## src/rtl/mjwm_pkg.sv

```systemverilog
// ----------------------------------------------------------------------------
// mjwm_pkg
// Types and constants shared by the mecanum joystick wheel mixer.
// ----------------------------------------------------------------------------
package mjwm_pkg;

	// Joystick centre value and the symmetric limit of every axis and wheel.
	localparam logic [7:0] Centre = 8'd127;
	localparam logic [7:0] AxisLimit = 8'd127;

	// 45 degree rotation gain, 181/256 is about 0.7071.
	localparam logic [7:0] RotMul = 8'd181;

	// Dead band half width after reset.
	localparam logic [6:0] DeadBandReset = 7'd10;

	// One joystick sample.
	typedef struct packed {
		logic [7:0] stick_x;
		logic [7:0] stick_y;
		logic [7:0] stick_turn;
	} in_item_t;

	// Direction and duty for the four wheels.
	typedef struct packed {
		logic       front_left_reverse;
		logic [6:0] front_left_duty;
		logic       front_right_reverse;
		logic [6:0] front_right_duty;
		logic       rear_left_reverse;
		logic [6:0] rear_left_duty;
		logic       rear_right_reverse;
		logic [6:0] rear_right_duty;
	} out_item_t;

	// Drive command of one wheel.
	typedef struct packed {
		logic       reverse;
		logic [6:0] duty;
	} wheel_cmd_t;

endpackage

```

## src/rtl/mecanum_joystick_wheel_mixer.sv

```systemverilog
// ----------------------------------------------------------------------------
// mecanum_joystick_wheel_mixer
// Turns one joystick sample (x, y, turn) into direction and duty for the four
// wheels of a mecanum drive.
// ----------------------------------------------------------------------------
// The block takes one sample per clock cycle while the output is not
// stalled. A sample waits in the input register, then passes through the
// mixing logic into the output register, from which its wheel word leaves. The
// two stages stall independently, so a new sample is taken while a finished
// word still waits at the output. The dead band register may be written at
// any time the pipeline holds no sample; it applies to samples that reach the
// mixing logic afterwards.
module mecanum_joystick_wheel_mixer (
	input  logic                clk,
	input  logic                arst_n,
	input  logic                in_valid,
	output logic                in_ready,
	input  mjwm_pkg::in_item_t  in_data,
	output logic                out_valid,
	input  logic                out_ready,
	output mjwm_pkg::out_item_t out_data,
	input  logic                cfg_wr_en,
	input  logic [6:0]          cfg_wr_data
);

	// Centre an axis, apply the dead band and clamp to the axis limit.
	function automatic logic signed [7:0] axis_value(input logic [7:0] raw,
			input logic invert, input logic [6:0] band);
		logic [7:0]        lo;
		logic [7:0]        hi;
		logic signed [8:0] d;
		logic signed [8:0] lim;
		lo  = mjwm_pkg::Centre - {1'b0, band};
		hi  = mjwm_pkg::Centre + {1'b0, band};
		lim = $signed({1'b0, mjwm_pkg::AxisLimit});
		if (invert) begin
			d = $signed({1'b0, mjwm_pkg::Centre}) - $signed({1'b0, raw});
		end else begin
			d = $signed({1'b0, raw}) - $signed({1'b0, mjwm_pkg::Centre});
		end
		if (raw > lo && raw < hi) begin
			return 8'sd0;
		end else if (d > lim) begin
			return lim[7:0];
		end else if (d < -lim) begin
			return 8'(-lim);
		end else begin
			return d[7:0];
		end
	endfunction

	// Scale by 181/256 with truncation toward zero.
	function automatic logic signed [8:0] rotate_scale(input logic signed [8:0] s);
		logic signed [8:0] neg;
		logic [7:0]        mag;
		logic [15:0]       prod;
		logic signed [8:0] q;
		neg  = -s;
		mag  = s[8] ? neg[7:0] : s[7:0];
		prod = {8'd0, mag} * {8'd0, mjwm_pkg::RotMul};
		q    = $signed({1'b0, prod[15:8]});
		return s[8] ? -q : q;
	endfunction

	// Clamp a wheel value and split it into direction and duty.
	function automatic mjwm_pkg::wheel_cmd_t wheel_cmd(input logic signed [9:0] v);
		logic signed [9:0]    lim;
		logic signed [7:0]    c;
		logic signed [7:0]    sum;
		mjwm_pkg::wheel_cmd_t w;
		lim = $signed({2'b00, mjwm_pkg::AxisLimit});
		if (v > lim) begin
			c = lim[7:0];
		end else if (v < -lim) begin
			c = 8'(-lim);
		end else begin
			c = v[7:0];
		end
		sum = c + $signed(mjwm_pkg::AxisLimit);
		if (c < 0) begin
			w.reverse = 1'b1;
			w.duty    = sum[6:0];
		end else begin
			w.reverse = 1'b0;
			w.duty    = c[6:0];
		end
		return w;
	endfunction

	logic [6:0]           dead_band_q;
	logic                 valid_s1;
	mjwm_pkg::in_item_t   data_s1;
	logic                 valid_s2;
	mjwm_pkg::out_item_t  data_s2;
	logic                 adv_s1;
	logic                 adv_s2;
	logic signed [7:0]    ax_x;
	logic signed [7:0]    ax_y;
	logic signed [7:0]    ax_t;
	logic signed [8:0]    rot_a;
	logic signed [8:0]    rot_b;
	logic signed [9:0]    left_v;
	logic signed [9:0]    right_v;
	mjwm_pkg::wheel_cmd_t left_cmd;
	mjwm_pkg::wheel_cmd_t right_cmd;
	mjwm_pkg::out_item_t  mix_word;

	// Dead band configuration register.
	always_ff @(posedge clk or negedge arst_n) begin
		if (!arst_n) begin
			dead_band_q <= mjwm_pkg::DeadBandReset;
		end else if (cfg_wr_en) begin
			dead_band_q <= cfg_wr_data;
		end
	end

	// Stage handshake: each stage moves when its downstream slot is free.
	assign adv_s2   = valid_s1 && (!valid_s2 || out_ready);
	assign adv_s1   = in_valid && in_ready;
	assign in_ready = !valid_s1 || adv_s2;

	// Mixing logic between the input register and the output register.
	always_comb begin
		ax_x    = axis_value(data_s1.stick_x, 1'b0, dead_band_q);
		ax_y    = axis_value(data_s1.stick_y, 1'b1, dead_band_q);
		ax_t    = axis_value(data_s1.stick_turn, 1'b1, dead_band_q);
		rot_a   = rotate_scale(9'(ax_x) - 9'(ax_y));
		rot_b   = rotate_scale(9'(ax_x) + 9'(ax_y));
		left_v  = 10'(rot_a) + 10'(ax_t);
		right_v = 10'(rot_b) - 10'(ax_t);
		left_cmd  = wheel_cmd(left_v);
		right_cmd = wheel_cmd(right_v);
		mix_word.front_left_reverse  = left_cmd.reverse;
		mix_word.front_left_duty     = left_cmd.duty;
		mix_word.front_right_reverse = right_cmd.reverse;
		mix_word.front_right_duty    = right_cmd.duty;
		mix_word.rear_left_reverse   = left_cmd.reverse;
		mix_word.rear_left_duty      = left_cmd.duty;
		mix_word.rear_right_reverse  = right_cmd.reverse;
		mix_word.rear_right_duty     = right_cmd.duty;
	end

	// Pipeline valid bits.
	always_ff @(posedge clk or negedge arst_n) begin
		if (!arst_n) begin
			valid_s1 <= 1'b0;
			valid_s2 <= 1'b0;
		end else begin
			if (adv_s1) begin
				valid_s1 <= 1'b1;
			end else if (adv_s2) begin
				valid_s1 <= 1'b0;
			end
			if (adv_s2) begin
				valid_s2 <= 1'b1;
			end else if (out_ready) begin
				valid_s2 <= 1'b0;
			end
		end
	end

	// Pipeline payload registers.
	always_ff @(posedge clk) begin
		if (adv_s1) begin
			data_s1 <= in_data;
		end
		if (adv_s2) begin
			data_s2 <= mix_word;
		end
	end

	assign out_valid = valid_s2;
	assign out_data  = data_s2;

endmodule

```

## config.mk

```make
export PLATFORM = sky130hd
export DESIGN_NAME = mecanum_joystick_wheel_mixer
export DESIGN_NICKNAME = d
export VERILOG_FILES = /design/src/rtl/mjwm_pkg.sv /design/src/rtl/mecanum_joystick_wheel_mixer.sv
export SDC_FILE = /design/constraint.sdc
export NUM_CORES = 1
export LEC_CHECK = 0
export BUFFER_PORTS_ARGS = -buffer_cell sky130_fd_sc_hd__buf_4
export CAP_MARGIN = 20
export CORE_MARGIN = 3
export CORE_UTILIZATION = 57
export DETAILED_ROUTE_END_ITERATION = 8
export PLACE_DENSITY = 0.8
export SYNTH_ARGS = -nofsm -noshare
export SYNTH_HDL_FRONTEND = slang
export SYNTH_SLANG_ARGS = --single-unit
```

## constraint.sdc

```tcl
create_clock -name clk -period 10 [get_ports clk]
set_clock_uncertainty 0.05 [all_clocks]
set_input_delay 0 -clock clk [delete_from_list [all_inputs] [get_ports clk]]
set_output_delay 0 -clock clk [all_outputs]
set_load 0.02 [all_outputs]
```

==> run_results.csv, run 1 <==
group,metric,value,unit
timing,crit_endpoint,"out_data[14]$_DFFE_PP_/D",
grt,grt_max_degree,25,
placed_design,dpl.hpwl,17200,um
synth,ys.flop_type,"edfxtp_1",
synth,yosys-top-cells-area,"ha_1 (23%), edfxtp_1 (15%), fa_1 (7.0%), xnor2_1 (5.2%), inv_1 (3.5%)",
placed_design,numPortBuffers,69,
floorplan,die_h,125,um
grt,overflow,4,
synth,syn_nets,1120,
floorplan,rows,42,
grt,track_usage,59.0,%
timing,worst-ep-kind,"register input",
outcome,status,"aborted with a tool error",
synth,ys_ff_latch,49,
synth,synth_cells,905,
floorplan,initial_core_util,59.5,%
synth,synth_top_area_cell,"ha_1",
synth,yosysWarnings,0,
synth,syn_area_per_cell,8.91,um2
synth,synth_cell_types,77,
floorplan,die_width,125,um
cts,cts.path.max_buffers,2,
cts,cts_buffers,5,
outcome,lastStage,"global routing (5_1_grt)",
cts,htreeDepth,2,
floorplan,io_pins,70,
cts,cts_sinks,49,
synth,synth_edf_count,40,
synth,seq_area_frac_synth,17.7,%
cts,root_buffer,"clkbuf_16",
placed_design,gp_congestion,0.890,
synth,synthArstFlopShare,18.4,%
outcome,stop_error,"[ERROR GRT-0232] Routing congestion too high. Check the congestion heatmap in the GUI.",
synth,synth_area,0.00806,mm2
synth,netlist.area_leader.share,23.4,%
[routing by layer]
layer	GRT overflow	global-route usage (%)
met1	0	54.4
met2	2	83.8
met3	0	37.0
met4	2	64.2
met5	0	6.19
[cells in the mapped netlist, types with 8 or more instances]
master / n
xnor2_1: 48
or3_1: 11
a21oi_1: 52
edfxtp_1: 40
a31oi_1: 10
nor2_1: 69
ha_1: 151
nand3_1: 17
nor2b_1: 15
o21ai_0: 37
nand2_1: 44
o21bai_1: 8
a211oi_1: 12
nand2b_1: 19
buf_4: 16
and3_1: 8
and2_1: 14
fa_1: 28
nor3b_1: 8
mux2_2: 9
o31ai_1: 9
xor2_1: 18
nand4_1: 9
a21o_1: 15
nor3_1: 17
inv_1: 76
o21a_1: 21
[metrics by stage]
step	setup TNS (ps)	area [um2]	cells	util [%]	setup WS (ps)
after floorplan	0	8280	905	-	2.52
after global placement	-580	10300	1322	76.2	-147
after CTS	-673	11400	1394	83.8	-278
after detailed placement	-2930	10300	1322	76.2	-595
[cell families after synthesis]
| family | count (synthesis) | share of synthesized area (%) |
|---|---|---|
| AO/OA/AOI/OAI | 227 | 19.6 |
| XOR/XNOR | 71 | 8.18 |
| adder cells (fa/ha/maj) | 179 | 30.4 |
| buffers and inverters | 110 | 6.16 |
| flip-flops | 49 | 17.7 |
| multiplexers | 14 | 1.88 |
| AND/OR/NAND/NOR | 255 | 16.1 |
[timing repair]
item / CTS
setup buffers: 19
setup endpoints to repair: 11
pin swaps: 54
endpoints found under the hold margin: 42
gates resized for setup: 53
hold buffers: 45
==> run 2: changes to the inputs <==
--- a/config.mk
+++ b/config.mk
@@ -8,9 +8,9 @@
 export BUFFER_PORTS_ARGS = -buffer_cell sky130_fd_sc_hd__buf_4
 export CAP_MARGIN = 20
 export CORE_MARGIN = 3
-export CORE_UTILIZATION = 57
+export CORE_UTILIZATION = 40
 export DETAILED_ROUTE_END_ITERATION = 8
-export PLACE_DENSITY = 0.8
+export PLACE_DENSITY_LB_ADDON = 0.15
 export SYNTH_ARGS = -nofsm -noshare
 export SYNTH_HDL_FRONTEND = slang
 export SYNTH_SLANG_ARGS = --single-unit
==> constraint.sdc (replaced) <==
create_clock -name clk -period 13 [get_ports clk]
set_clock_uncertainty 0.05 [all_clocks]
set_input_delay 0 -clock clk [delete_from_list [all_inputs] [get_ports clk]]
set_output_delay 0 -clock clk [all_outputs]
set_load 0.02 [all_outputs]
==> run_results.csv, run 2 <==
group,metric,value,unit
route,drt_iter0_drc,185,
synth,synthXorXnorAreaFrac,8.18,%
cts,insertion_delay,310,ps
synth,synth_cell_types,77,
synth,ys.flop_type,"edfxtp_1",
cts,cts_sinks,49,
critical_path,crit_slowest_cell,"dfstp_2",
synth,yosys-top-cells-area,"ha_1 (23%), edfxtp_1 (15%), fa_1 (7.0%), xnor2_1 (5.2%), inv_1 (3.5%)",
critical_path,rrSetupSlack,1180,ps
synth,syn_nets,1120,
cells_and_area,syn_to_final_growth,16.7,%
cells_and_area,largest_register,"data_s1",
cts,clkTransAtPathRegs,70,ps
synth,ys_ff_latch,49,
route,routed_via_density,5.29,
grt,antenna_found_initial,0,
cts,cts_buffers,5,
critical_path,rr_worst_depth,50,
synth,synthSimpleGateAreaFrac,16.1,%
cells_and_area,final_common_cell,"ha_1",
job,max_cap_viol_count,0,
grt,grt_max_degree,25,
critical_path,required,13000,ps
floorplan,dieArea,0.0219,mm2
route,route.met2.wl,8810,um
timing,hold_viol,0,
critical_path,crit_top_cell,"ha_1",
cells_and_area,drive_above_1_share,12.4,%
outcome,status,"complete, no violations",
placed_design,dpl.hpwl,14900,um
synth,synth_cells,905,
floorplan,initial_core_util,41.0,%
critical_path,crit_path_max_incr_delay,600,ps
cells_and_area,register_area,0.00143,mm2
critical_path,rr_startpoint,"dead_band_q[1]",
floorplan,die_width,148,um
placed_design,gp_congestion,0.816,
grt,grt_pass1_vias,6505,
synth,synth_compound_area_share,19.6,%
timing,rsz0062_at_grt,"false",
synth,synth_area,0.00806,mm2
critical_path,worstSetupStartpointType,"flop",
route,met1_length,8850,um
timing,max_freq,84.6,MHz
critical_path,worstSetupEndpointType,"flop",
critical_path,worstPathMaxFanout,14,
timing,finalSetupViolCount,0,
route,vias,6697,
cts,root_buffer,"clkbuf_16",
route,wl,18400,um
grt,track_usage,17.1,%
synth,synth_fa_ha_area_share,30.4,%
synth,synthMuxAreaShare,1.88,%
critical_path,r2r-end,"out_data[14]",
timing,period_share,90.9,%
cts,htreeDepth,2,
synth,seq_area_frac_synth,17.7,%
synth,synth_top_family_by_area,"adder cells",
cells_and_area,num_antenna_cells,0,
timing,tns,0,ps
route,ant_nets,0,
route,wl_met3,496,um
floorplan,io_pins,70,
timing,finalCriticalPeriod,11820,ps
synth,synth_edf_count,40,
synth,synthArstFlopShare,18.4,%
critical_path,cp.arrival,11820,ps
grt,overflow,0,
synth,synth_top_area_cell,"ha_1",
placed_design,numPortBuffers,69,
cells_and_area,final_nets,1215,
floorplan,core_area,0.0197,mm2
floorplan,die_h,148,um
cells_and_area,num-fill-cells,1913,
route,firstDrtPassIters,4,
critical_path,critical_path_class,"flop to flop",
cts,tritoncts,"yes",
cts,cts.path.max_buffers,2,
cells_and_area,layout_common_cells,"ha_1 (151), inv_1 (76), buf_4 (76)",
synth,yosysWarnings,0,
route,drc,0,
grt,grt_pass1_wl,31200,um
route,wl_per_cell,14.5,um
synth,syn_area_per_cell,8.91,um2
route,highest_layer,"met4",
cells_and_area,largest_reg_flops,24,
timing,drv_slew,0,
floorplan,rows,51,
synth,netlist.area_leader.share,23.4,%
cells_and_area,multi_input_area,0.00616,mm2
min_path,hp-class,"primary input to async pin",
timing,tightest_slew,1080,ps
timing,slew_headroom,28.0,%
synth,synth_most_common_cell,"ha_1",
synth,synthTopCellsByCount,"ha_1 (151), inv_1 (76), nor2_1 (69)",
run 2: cell families after synthesis:
group / after synthesis
AO/OA/AOI/OAI: 227
XOR/XNOR: 71
adder cells (fa/ha/maj): 179
buffers and inverters: 110
flip-flops: 49
multiplexers: 14
AND/OR/NAND/NOR: 255
run 2: routing by layer:
layer,GRT usage [%],vias up
met1,23.2,3124
met3,1.99,13
met4,3.79,0
met5,0,-
met2,29.5,93
li1,-,3467
run 2: layout make-up:
cell class / count / share of cell area, %
sequential: 49 / 15.2
tap: 265 / 3.52
inverter: 77 / 3.07
clock buffer: 5 / 1.33
multi-input combinational: 746 / 65.5
clock inverter: 3 / 0.532
timing repair buffer: 121 / 10.9
run 2: worst max-delay path by stage:
| stage | cells past startpoint | slack [ps] | to | start |
|---|---|---|---|---|
| CTS | 52 | 880 | out_data[14] | dead_band_q[1] |
| global route | 47 | 8 | out_data[14] | dead_band_q[1] |
| global placement | 49 | 980 | out_data[14] | dead_band_q[1] |
| floorplan | 50 | 2410 | out_data[14] | dead_band_q[1] |
| detailed placement | 52 | 890 | out_data[14] | dead_band_q[1] |
| finish | 50 | 1180 | out_data[14] | dead_band_q[1] |
run 2: what timing repair did:
| action | 4_1_cts | 5_1_grt |
|---|---|---|
| buffers inserted | 0 | 4 |
| setup endpoints to repair | 0 | 3 |
| hold buffers | 45 | 0 |
| hold endpoints to repair | 42 | 0 |
| gates resized for setup | 0 | 4 |
run 2: critical path: cells and delay by family (launching register included):
family	cells	cell delay (ps)
fa+ha+maj	11	3750
simple gates	8	970
xor+xnor	4	920
compound gates	19	4400
flops	1	600
buf+inv	6	440
mux	2	430
run 2: metrics by stage:
| step | instances | setup WS [ps] | hold WS, ps | utilization [%] | cell area (um2) |
|---|---|---|---|---|---|
| after floorplan | 905 | 2410 | -346 | - | 8060 |
| after global placement | 1209 | 976 | -219 | 44.4 | 8730 |
| after detailed placement | 1209 | 894 | -222 | 44.4 | 8730 |
| after CTS | 1262 | 878 | 118 | 47.6 | 9350 |
| after global routing | 1266 | 7.83 | 141 | 47.9 | 9410 |
| final | 1266 | 1180 | 142 | 47.9 | 9410 |
Power of run 2 is not shown: default switching activity piles up to over one toggle a cycle in this logic, so the estimate is an artifact.
